==> src/rtl/core/demg_pkg.sv <==
// Shared constants, command codes and lane control type for the dual EMG envelope block.
package demg_pkg;

  localparam int COUNT_LIMIT = 65536;
  localparam int CNT_W   = $clog2(COUNT_LIMIT + 1);
  localparam int SMP_W   = 16;
  localparam int GAIN_W  = 16;
  localparam int ENV_W   = 32;
  localparam int Q_W     = 20;
  localparam int TOT_W   = Q_W + CNT_W - 1;
  localparam int SQ_W    = 2 * Q_W + CNT_W - 1;
  localparam int DIVN_W  = SQ_W + 1;
  localparam int DCNT_W  = $clog2(DIVN_W);
  localparam int SQ_PAIRS = (DIVN_W + 1) / 2;
  localparam int SRAD_W  = 2 * SQ_PAIRS;
  localparam int SCNT_W  = $clog2(SQ_PAIRS);
  localparam int CMD_W   = 3;
  localparam int IN_W    = 2 * SMP_W + 2 * Q_W;
  localparam int OUT_W   = 2 * ENV_W + 6 * Q_W;
  localparam int ADDR_W  = 3;
  localparam logic [GAIN_W-1:0] GAIN_RESET = GAIN_W'(13107);

  typedef enum logic [CMD_W-1:0] {
    CMD_PUSH     = 3'd0,
    CMD_CLR_BASE = 3'd1,
    CMD_ADD_BASE = 3'd2,
    CMD_CLR_RND  = 3'd3,
    CMD_ADD_RND  = 3'd4
  } cmd_t;

  typedef struct packed {
    logic [CMD_W-1:0]  cmd;
    logic              base_add;
    logic              round_add;
    logic [CNT_W-1:0]  base_count;
    logic [CNT_W-1:0]  round_count;
    logic [GAIN_W-1:0] gain;
  } lane_ctl_t;

endpackage

==> src/rtl/core/demg_div.sv <==
// Bit-serial restoring divider, one quotient bit per cycle.
module demg_div (
  input  logic                          clk,
  input  logic                          rst,
  input  logic                          start,
  input  logic [demg_pkg::DIVN_W-1:0]   num,
  input  logic [demg_pkg::CNT_W-1:0]    den,
  output logic [demg_pkg::DIVN_W-1:0]   quot,
  output logic                          done
);
  import demg_pkg::*;

  logic              busy;
  logic [DCNT_W-1:0] cnt;
  logic [CNT_W-1:0]  rem;
  logic [CNT_W:0]    trial;
  logic              qbit;

  assign trial = {rem, quot[DIVN_W-1]};
  assign qbit  = (trial >= {1'b0, den});

  always_ff @(posedge clk) begin
    if (rst) begin
      busy <= 1'b0;
      done <= 1'b0;
    end else begin
      done <= busy && !start && (cnt == '0);
      if (start) begin
        quot <= num;
        rem  <= '0;
        cnt  <= DCNT_W'(DIVN_W - 1);
        busy <= 1'b1;
      end else if (busy) begin
        rem  <= qbit ? CNT_W'(trial - {1'b0, den}) : CNT_W'(trial);
        quot <= {quot[DIVN_W-2:0], qbit};
        cnt  <= cnt - 1'b1;
        if (cnt == '0) begin
          busy <= 1'b0;
        end
      end
    end
  end

endmodule

==> src/rtl/core/demg_lane.sv <==
// One channel: envelope follower, baseline and round totals, mean/sigma/average sequencer.
module demg_lane (
  input  logic                        clk,
  input  logic                        rst,
  input  logic                        start,
  input  demg_pkg::lane_ctl_t         ctl,
  input  logic [demg_pkg::SMP_W-1:0]  sample,
  input  logic [demg_pkg::Q_W-1:0]    round_value,
  output logic [demg_pkg::ENV_W-1:0]  envelope,
  output logic [demg_pkg::Q_W-1:0]    mean,
  output logic [demg_pkg::Q_W-1:0]    sigma,
  output logic [demg_pkg::Q_W-1:0]    average,
  output logic                        done
);
  import demg_pkg::*;

  typedef enum logic [3:0] {
    S_IDLE, S_UPD, S_MEAN_GO, S_MEAN_WAIT, S_MSQ_GO, S_MSQ_WAIT,
    S_SQ_PREP, S_SQRT, S_SQ_FIN, S_RND_GO, S_RND_WAIT, S_DONE
  } state_t;

  state_t state;

  logic [TOT_W-1:0]  base_total;
  logic [SQ_W-1:0]   base_sq_total;
  logic [TOT_W-1:0]  round_total;
  logic [2*ENV_W-15:0] prod;
  logic              up;
  logic [DIVN_W-1:0] msq;
  logic [2*Q_W-1:0]  m2;
  logic [SRAD_W-1:0] srad;
  logic [SQ_PAIRS-1:0] root;
  logic [SQ_PAIRS+1:0] srem;
  logic [SCNT_W-1:0] scnt;

  logic [SMP_W:0]    rect;
  logic [ENV_W:0]    target;
  logic [ENV_W:0]    diff;
  logic [ENV_W:0]    step;
  logic [ENV_W:0]    q_sum;
  logic [Q_W-1:0]    q;
  logic [2*Q_W-1:0]  q_sq;
  logic [SQ_PAIRS+3:0] srem_sh;
  logic [SQ_PAIRS+1:0] strial;

  logic              div_start;
  logic [DIVN_W-1:0] div_num;
  logic [DIVN_W-1:0] div_quot;
  logic              div_done;

  assign rect   = sample[SMP_W-1] ? ((SMP_W+1)'(1) << SMP_W) - {1'b0, sample}
                                  : {1'b0, sample};
  assign target = {rect, 16'b0};
  assign diff   = (target >= {1'b0, envelope}) ? target - {1'b0, envelope}
                                               : {1'b0, envelope} - target;
  assign step   = (ENV_W+1)'((prod + 49'h8000) >> 16);
  assign q_sum  = {1'b0, envelope} + (ENV_W+1)'(2048);
  assign q      = Q_W'(q_sum >> 12);
  assign q_sq   = (2*Q_W)'(q) * (2*Q_W)'(q);
  assign srem_sh = {srem, srad[SRAD_W-1 -: 2]};
  assign strial  = {root, 2'b01};

  demg_div u_div (
    .clk  (clk),
    .rst  (rst),
    .start(div_start),
    .num  (div_num),
    .den  ((state == S_RND_GO || state == S_RND_WAIT) ? ctl.round_count : ctl.base_count),
    .quot (div_quot),
    .done (div_done)
  );

  always_comb begin
    div_start = 1'b0;
    div_num   = '0;
    unique case (state)
      S_MEAN_GO: begin
        div_start = (ctl.base_count != '0);
        div_num   = DIVN_W'(base_total) + DIVN_W'(ctl.base_count >> 1);
      end
      S_MSQ_GO: begin
        div_start = (ctl.base_count > CNT_W'(1));
        div_num   = DIVN_W'(base_sq_total) + DIVN_W'(ctl.base_count >> 1);
      end
      S_RND_GO: begin
        div_start = (ctl.round_count != '0);
        div_num   = DIVN_W'(round_total) + DIVN_W'(ctl.round_count >> 1);
      end
      default: begin
        div_start = 1'b0;
      end
    endcase
  end

  always_ff @(posedge clk) begin
    if (rst) begin
      state         <= S_IDLE;
      done          <= 1'b0;
      envelope      <= '0;
      base_total    <= '0;
      base_sq_total <= '0;
      round_total   <= '0;
      mean          <= '0;
      sigma         <= '0;
      average       <= '0;
    end else begin
      done <= (state == S_DONE);
      unique case (state)
        S_IDLE: begin
          if (start) begin
            prod  <= (2*ENV_W-14)'(diff) * (2*ENV_W-14)'(ctl.gain);
            up    <= (target >= {1'b0, envelope});
            state <= S_UPD;
          end
        end
        S_UPD: begin
          if (ctl.cmd == CMD_PUSH) begin
            envelope <= up ? ENV_W'({1'b0, envelope} + step)
                           : ENV_W'({1'b0, envelope} - step);
          end
          if (ctl.cmd == CMD_CLR_BASE) begin
            base_total    <= '0;
            base_sq_total <= '0;
          end
          if (ctl.base_add) begin
            base_total    <= base_total + TOT_W'(q);
            base_sq_total <= base_sq_total + SQ_W'(q_sq);
          end
          if (ctl.cmd == CMD_CLR_RND) round_total <= '0;
          if (ctl.round_add) round_total <= round_total + TOT_W'(round_value);
          state <= S_MEAN_GO;
        end
        S_MEAN_GO: begin
          if (ctl.base_count == '0) begin
            mean  <= '0;
            state <= S_MSQ_GO;
          end else begin
            state <= S_MEAN_WAIT;
          end
        end
        S_MEAN_WAIT: begin
          if (div_done) begin
            mean  <= Q_W'(div_quot);
            state <= S_MSQ_GO;
          end
        end
        S_MSQ_GO: begin
          if (ctl.base_count <= CNT_W'(1)) begin
            sigma <= '0;
            state <= S_RND_GO;
          end else begin
            state <= S_MSQ_WAIT;
          end
        end
        S_MSQ_WAIT: begin
          if (div_done) begin
            msq   <= div_quot;
            m2    <= mean * mean;
            state <= S_SQ_PREP;
          end
        end
        S_SQ_PREP: begin
          if (msq <= DIVN_W'(m2)) begin
            sigma <= '0;
            state <= S_RND_GO;
          end else begin
            srad  <= SRAD_W'(msq - DIVN_W'(m2));
            root  <= '0;
            srem  <= '0;
            scnt  <= SCNT_W'(SQ_PAIRS - 1);
            state <= S_SQRT;
          end
        end
        S_SQRT: begin
          if (srem_sh >= (SQ_PAIRS+4)'(strial)) begin
            srem <= (SQ_PAIRS+2)'(srem_sh - (SQ_PAIRS+4)'(strial));
            root <= {root[SQ_PAIRS-2:0], 1'b1};
          end else begin
            srem <= (SQ_PAIRS+2)'(srem_sh);
            root <= {root[SQ_PAIRS-2:0], 1'b0};
          end
          srad <= srad << 2;
          scnt <= scnt - 1'b1;
          if (scnt == '0) state <= S_SQ_FIN;
        end
        S_SQ_FIN: begin
          sigma <= (srem > (SQ_PAIRS+2)'(root)) ? Q_W'(root + 1'b1) : Q_W'(root);
          state <= S_RND_GO;
        end
        S_RND_GO: begin
          if (ctl.round_count == '0) begin
            average <= '0;
            state   <= S_DONE;
          end else begin
            state <= S_RND_WAIT;
          end
        end
        S_RND_WAIT: begin
          if (div_done) begin
            average <= Q_W'(div_quot);
            state   <= S_DONE;
          end
        end
        S_DONE: begin
          state <= S_IDLE;
        end
        default: state <= S_IDLE;
      endcase
    end
  end

  assert property (@(posedge clk) disable iff (rst) envelope <= 32'h8000_0000)
    else $error("envelope above 2^31");
  assert property (@(posedge clk) disable iff (rst) div_done |-> (state == S_MEAN_WAIT ||
      state == S_MSQ_WAIT || state == S_RND_WAIT))
    else $error("divider finished outside a wait state");
  assert property (@(posedge clk) disable iff (rst) done |-> state == S_IDLE)
    else $error("lane done while not idle");

endmodule
==> config.mk <==
export PLATFORM = sky130hd
export DESIGN_NAME = demg_lane
export DESIGN_NICKNAME = d
export VERILOG_FILES = /design/src/rtl/core/demg_pkg.sv /design/src/rtl/core/demg_div.sv /design/src/rtl/core/demg_lane.sv
export SDC_FILE = /design/constraint.sdc
export NUM_CORES = 2
export LEC_CHECK = 0
export BUFFER_PORTS_ARGS = -buffer_cell sky130_fd_sc_hd__buf_2
export CAP_MARGIN = 15
export CORE_UTILIZATION = 60
export CTS_CLUSTER_DIAMETER = 120
export DETAILED_ROUTE_END_ITERATION = 8
export PLACE_DENSITY = 0.82
export RECOVER_POWER = 50
export SYNTH_ARGS = -nofsm -noshare
export SYNTH_HDL_FRONTEND = slang
export SYNTH_HIERARCHICAL = 1
export SYNTH_SLANG_ARGS = --single-unit
==> constraint.sdc <==
create_clock -name clk -period 15.3 [get_ports clk]
set_input_delay 0.765 -clock clk [delete_from_list [all_inputs] [get_ports clk]]
set_output_delay 0.765 -clock clk [all_outputs]
set_load 0.05 [all_outputs]
; After elaboration in Yosys (flattened, before gate mapping)
; Cells that the tools add are included.
[word_totals]
reg_bits = 576
inputBits = 94
output_inout_bits = 93
wordCells = 154
[op_classes]
addsub = 19
n_mul = 3
magnitude_cmp = 7
n_eq_ne = 23
mux = 49
bitwise = 1
n_reduce_logical = 30
[ops]
columns = op, count
row1 = case mux 57 bit (3 select lines), 1
row2 = 2-to-1 mux 36 bit, 4
row3 = 2-to-1 mux 20 bit, 6
row4 = case mux 58 bit (2 select lines), 1
row5 = 2-to-1 mux 57 bit, 2
row6 = 2-to-1 mux 56 bit, 2
row7 = multiplier 20 x 20 -> 40 bit, 2
row8 = case mux 20 bit (2 select lines), 2
row9 = adder 36 x 16 -> 37 bit, 2
row10 = adder 36 x 20 -> 36 bit, 2
row11 = 2-to-1 mux 17 bit, 4
row12 = 2-to-1 mux 31 bit, 2
row13 = case mux 31 bit (2 select lines), 1
row14 = case mux 20 bit (3 select lines), 1
row15 = 2-to-1 mux 58 bit, 1
row16 = case mux 29 bit (2 select lines), 1
row17 = subtractor 57 x 40 -> 58 bit, 1
row18 = adder 56 x 16 -> 57 bit, 1
row19 = less-or-equal comparator 57 x 40 -> 1 bit, 1
row20 = adder 56 x 40 -> 56 bit, 1
row21 = adder 48 x 16 -> 48 bit (second input constant), 1
row22 = multiplier 33 x 16 -> 48 bit, 1
row23 = case mux 4 bit (11 select lines), 1
row24 = zero test 17 bit, 2
row25 = 49 further kinds, 89

; Longest topological paths before layout
[depth]
depth_word = 6
depth_mapped = 45
mapped_depth_nobuf = 42

; By module
; The synthesis kept the hierarchy.
[by_module_without_submodules]
columns = module, n_inst, cells_each, area_per_inst_um2, seq_area_each_um2
row1 = demg_lane, 1, 8409, 73843.3, 12101.6
row2 = demg_div, 1, 356, 4509.3, 2442.3

; Least setup slack after synthesis
; Ideal clock, no wire load.
[synth_path]
kind = register to register
start = reg m2[0]
end = reg root[0], enable pin
setup_ps = 907
arrival_time_ps = 13691
t_required_ps = 14393
slack_ps = 703
path_stages_with_launch = 14
n_path_buf = 0
synth_period_minus_slack_ps = 14597
cell_sequence = edfxtp_1 ha_1 ha_1 nor2b_1 o21ai_0 a21oi_1 o31ai_1 a21oi_1 a21o_1 nand3_1 a21boi_0 o21a_1 nor2_1 nor4_1
[synth_between]
elab_chain_len = 3
[synth_rtl]
columns = item, line_no
row1 = start: declaration, demg_lane.sv:30  ; logic [2*Q_W-1:0] m2;
row2 = start signal: assignment, demg_lane.sv:158  ; m2 <= mean * mean;
row3 = less-or-equal comparator 57 x 40 -> 1 bit, demg_lane.sv:163  ; if (msq <= DIVN_W'(m2)) begin
row4 = != test 2 bit (no source line), --
row5 = AND reduction 3 bit (no source line), --
row6 = end signal: assignment, demg_lane.sv:177  ; root <= {root[SQ_PAIRS-2:0], 1'b1};
row7 = end signal: assignment, demg_lane.sv:180  ; root <= {root[SQ_PAIRS-2:0], 1'b0};
row8 = end: declaration, demg_lane.sv:32  ; logic [SQ_PAIRS-1:0] root;
; No other way between the ends.
; A chain may end at the register's enable or synchronous reset.

; Worst setup path in the final report
[layout_path]
start = in sample[1] in the netlist's numbering
end = reg prod[40] (data pin)
[layout_between]
elab_chain_len = 5
elab_cells_between_ends = 7
cone_classes = 3 x add/sub / 1 x mul / 1 x order compare / 2 x mux
[layout_rtl]
columns = item, line_no
row1 = start: declaration, demg_lane.sv:7  ; input logic [demg_pkg::SMP_W-1:0] sample,
row2 = subtractor 17 x 16 -> 17 bit, demg_lane.sv:51  ; assign rect = sample[SMP_W-1] ? ((SMP_W+1)'(1) << SMP_W) - {1'b0, sample}
row3 = 2-to-1 mux 17 bit *, demg_lane.sv:51
row4 = "subtractor 32 x 33 -> 33 bit, or another cell as far along", demg_lane.sv:55  ; : {1'b0, envelope} - target;
row5 = 2-to-1 mux 33 bit *, demg_lane.sv:54  ; assign diff = (target >= {1'b0, envelope}) ? target - {1'b0, envelope}
row6 = multiplier 33 x 16 -> 48 bit *, demg_lane.sv:111  ; prod <= (2*ENV_W-14)'(diff) * (2*ENV_W-14)'(ctl.gain);
row7 = end signal: assignment, demg_lane.sv:111
row8 = end: declaration, demg_lane.sv:27  ; logic [2*ENV_W-15:0] prod;
; Every way passes the cells marked *; elsewhere a longest branch is shown, timed or not.

==> impl_metrics.py <==
metrics = {
    "routing": {
        "drc": 0,
        "vias": 63780,
        "drt-total-wl_um": 219200,
        "wire_per_inst_um": 20.74,
        "detail-route-antenna-nets": 0,
        "drtPass1Iterations": 5,
        "drtIter0Drc": 5738,
        "via_per_inst": 6.032,
    },
    "worst_setup_path": {
        "cp_max_fo": 54,
        "crit_path_end_kind": "flip-flop",
        "cp_common_cell": "fa_1",
        "r2r_start": "envelope[30]",
        "worstSetupStartpointType": "input pin",
        "r2r-end": "prod[40]",
        "required_ps": 15680,
        "arrival_ps": 12540,
        "slowest_stage": "xor2_2",
        "reg2reg_setup_slack_ps": 3890,
        "worstSetupPathType": "input pin to flip-flop",
        "slowest_delay_ps": 920,
        "reg2regPathDepth": 35,
    },
    "yosys": {
        "syn-instance-count": 8765,
        "synth_edf_count": 333,
        "synth_seq_cells": 560,
        "avgSynthCellArea_um2": 8.939,
        "async_reset_ff_share_pct": 0,
        "ys_seq_area_share_pct": 18.56,
        "synth_flop_cell": "edfxtp_1",
        "synth_top_area_cell": "fa_1",
        "synth_area_um2": 78350,
        "synth_area_leaders": "fa_1, edfxtp_1, ha_1, inv_1, dfxtp_1",
        "synth_cell_type_count": 109,
        "yosysWarnings": 6,
        "synth_top_area_share_pct": 26.52,
        "syn_nets": 10560,
    },
    "grt": {
        "grt_max_degree": 79,
        "grt.total_usage_pct": 33.42,
        "grt_pass1_wl_um": 348100,
        "antenna_found_initial": 19,
        "grt_pass1_vias": 65280,
        "overflow": 0,
    },
    "clock_tree": {
        "clock_path_buffers": 3,
        "clkSlewWorstSetupHoldPaths_ps": 60,
        "cts-resized-gates": 0,
        "clk_latency_ps": 690,
        "cts_sinks": 560,
        "cts-root-buf": "clkbuf_16",
        "htreeDepth": 3,
        "postCtsSetupRepairBufs": 0,
        "ctsHoldBuffers": 0,
        "numCtsBuffers": 69,
        "cts_tree": "done",
    },
    "job": {
        "max_cap_violations": 12,
    },
    "timing": {
        "setup_tns_ps": 0,
        "clock_skew_ps": 63.82,
        "maxSlewHeadroom_pct": -190.6,
        "hold_viol": 0,
        "drv_slew": 605,
        "rsz0062_at_grt": "false",
        "finalCriticalPeriod_ps": 12160,
        "fin_crit_sh_pct": 79.48,
        "worst_pin_slew_ps": 4359,
        "setup_viol": 0,
        "fmax_mhz": 82.23,
    },
    "die": {
        "die_h_um": 363.4,
        "coreArea_um2": 129500,
        "rows": 132,
        "num_io_pins": 187,
        "start_util_pct": 60.51,
        "die-area_um2": 132000,
        "fp.dieW_um": 363.4,
    },
    "layout": {
        "area_growth_pct": 6.279,
        "n_fill_cell": 10490,
        "layout.cells.most_common": "inv_1",
        "final_cell_mix": "inv_1, fa_1, nand2_1",
        "drive_above_1_share_pct": 5.656,
        "num-nets-final": 10560,
    },
    "worst_hold_path": {
        "worstHoldStart": "ctl[50]",
        "hold_end": "round_total[2]",
        "hp-class": "input pin to flip-flop",
        "hold_depth": 3,
    },
    "place": {
        "port_buffers": 186,
        "gp_congestion": 0.9909,
        "hpwlAfterDp_um": 171100,
    },
    "status": {
        "status": "finished with violations",
        "violations": "capacitance limit, slew limit",
    },
}
-- flip-flops by register name, summed over array words and instances, names as in the netlist, 32 cells and up --
register / count
m2: 39
msq: 57
srad: 58
round_total: 36
prod: 33
envelope: 32
base_sq_total: 56
base_total: 36
u_div/quot: 57
-- how the worst max path moves through the flow --
stage                          from  endpoint  slack [ps]
final                     sample[1]  prod[40]        3140
after CTS                 sample[1]  prod[40]        3390
after detailed placement  sample[1]  prod[40]        2750
after global routing      sample[1]  prod[43]        2590
after floorplan               m2[0]   root[0]         700
after global placement    sample[0]  prod[40]        3290
-- cell usage after synthesis (57+ instances only) --
| library cell | count |
|---|---|
| xnor2_1 | 378 |
| clkbuf_1 | 314 |
| nand3_1 | 183 |
| nand2b_1 | 70 |
| and2_1 | 338 |
| and3_1 | 59 |
| xor2_1 | 148 |
| nand2_1 | 869 |
| ha_1 | 659 |
| nor2_1 | 604 |
| dfxtp_1 | 227 |
| nor3_1 | 117 |
| o21bai_1 | 57 |
| a21oi_1 | 437 |
| o21ai_0 | 245 |
| mux2_2 | 80 |
| nand4_1 | 77 |
| edfxtp_1 | 333 |
| fa_1 | 1038 |
| a22oi_1 | 102 |
| inv_1 | 1418 |
| a21o_1 | 173 |
-- cell families (layout without fill, tap and decap cells) --
group | count (synthesis) | in the layout | synth area share, %
AOI/OAI and AO/OA | 1470 | 1470 | 12.24
xor gates and xnor gates | 528 | 528 | 5.921
adders and majority gates | 1697 | 1697 | 37.04
buffers and inverters | 1793 | 1850 | 8.709
DFF | 560 | 560 | 18.56
muxes | 111 | 111 | 1.546
other | 0 | 9 | 0
and+or+nand+nor | 2606 | 2606 | 15.98
-- layout make-up --
type / count / area [um2] / share of cell area [%]
Clock inverter: 35 / 491.7 / 0.5905
Tap cell: 1742 / 2180 / 2.617
Timing Repair Buffer: 299 / 1604 / 1.926
Sequential cell: 560 / 14540 / 17.47
Antenna cell: 9 / 22.52 / 0.02705
Inverter: 1425 / 5349 / 6.423
Multi-Input combinational cell: 6412 / 57130 / 68.60
Clock buffer: 91 / 1953 / 2.345
-- worst max-delay path: cells and delay by family --
family | cells | cell delay, ps
buffers and inverters | 7 | 1230
muxes | 1 | 340
and+or+nand+nor | 10 | 2210
adders and majority gates | 9 | 3900
xor gates and xnor gates | 3 | 1210
AOI/OAI and AO/OA | 12 | 2850
-- through the flow --
stage / instances / cell area [um2] / hold WS, ps / utilization (%) / setup WS, ps
floorplan: 8765 / 78350 / 422.2 / - / 702.8
global route: 10570 / 83250 / 426.7 / 64.30 / 2591
detailed placement: 10440 / 80990 / 434.1 / 62.55 / 2755
global placement: 10440 / 80990 / 429.8 / 62.55 / 3290
finish: 10570 / 83270 / 422.6 / 64.31 / 3139
CTS: 10560 / 83440 / 392.8 / 64.44 / 3394
-- layer usage --
metal | vias up | global-route usage (%) | part of all wire (%)
met2 | 2995 | 53.60 | 46
met3 | 669 | 7.200 | 9.9
met4 | 12 | 15.94 | 5.3
met5 | - | 0 | 0.037
li1 | 28800 | - | -
met1 | 31300 | 43.11 | 39
Power is not shown: default switching activity piles up to over one toggle a cycle in this logic, so the estimate is an artifact.
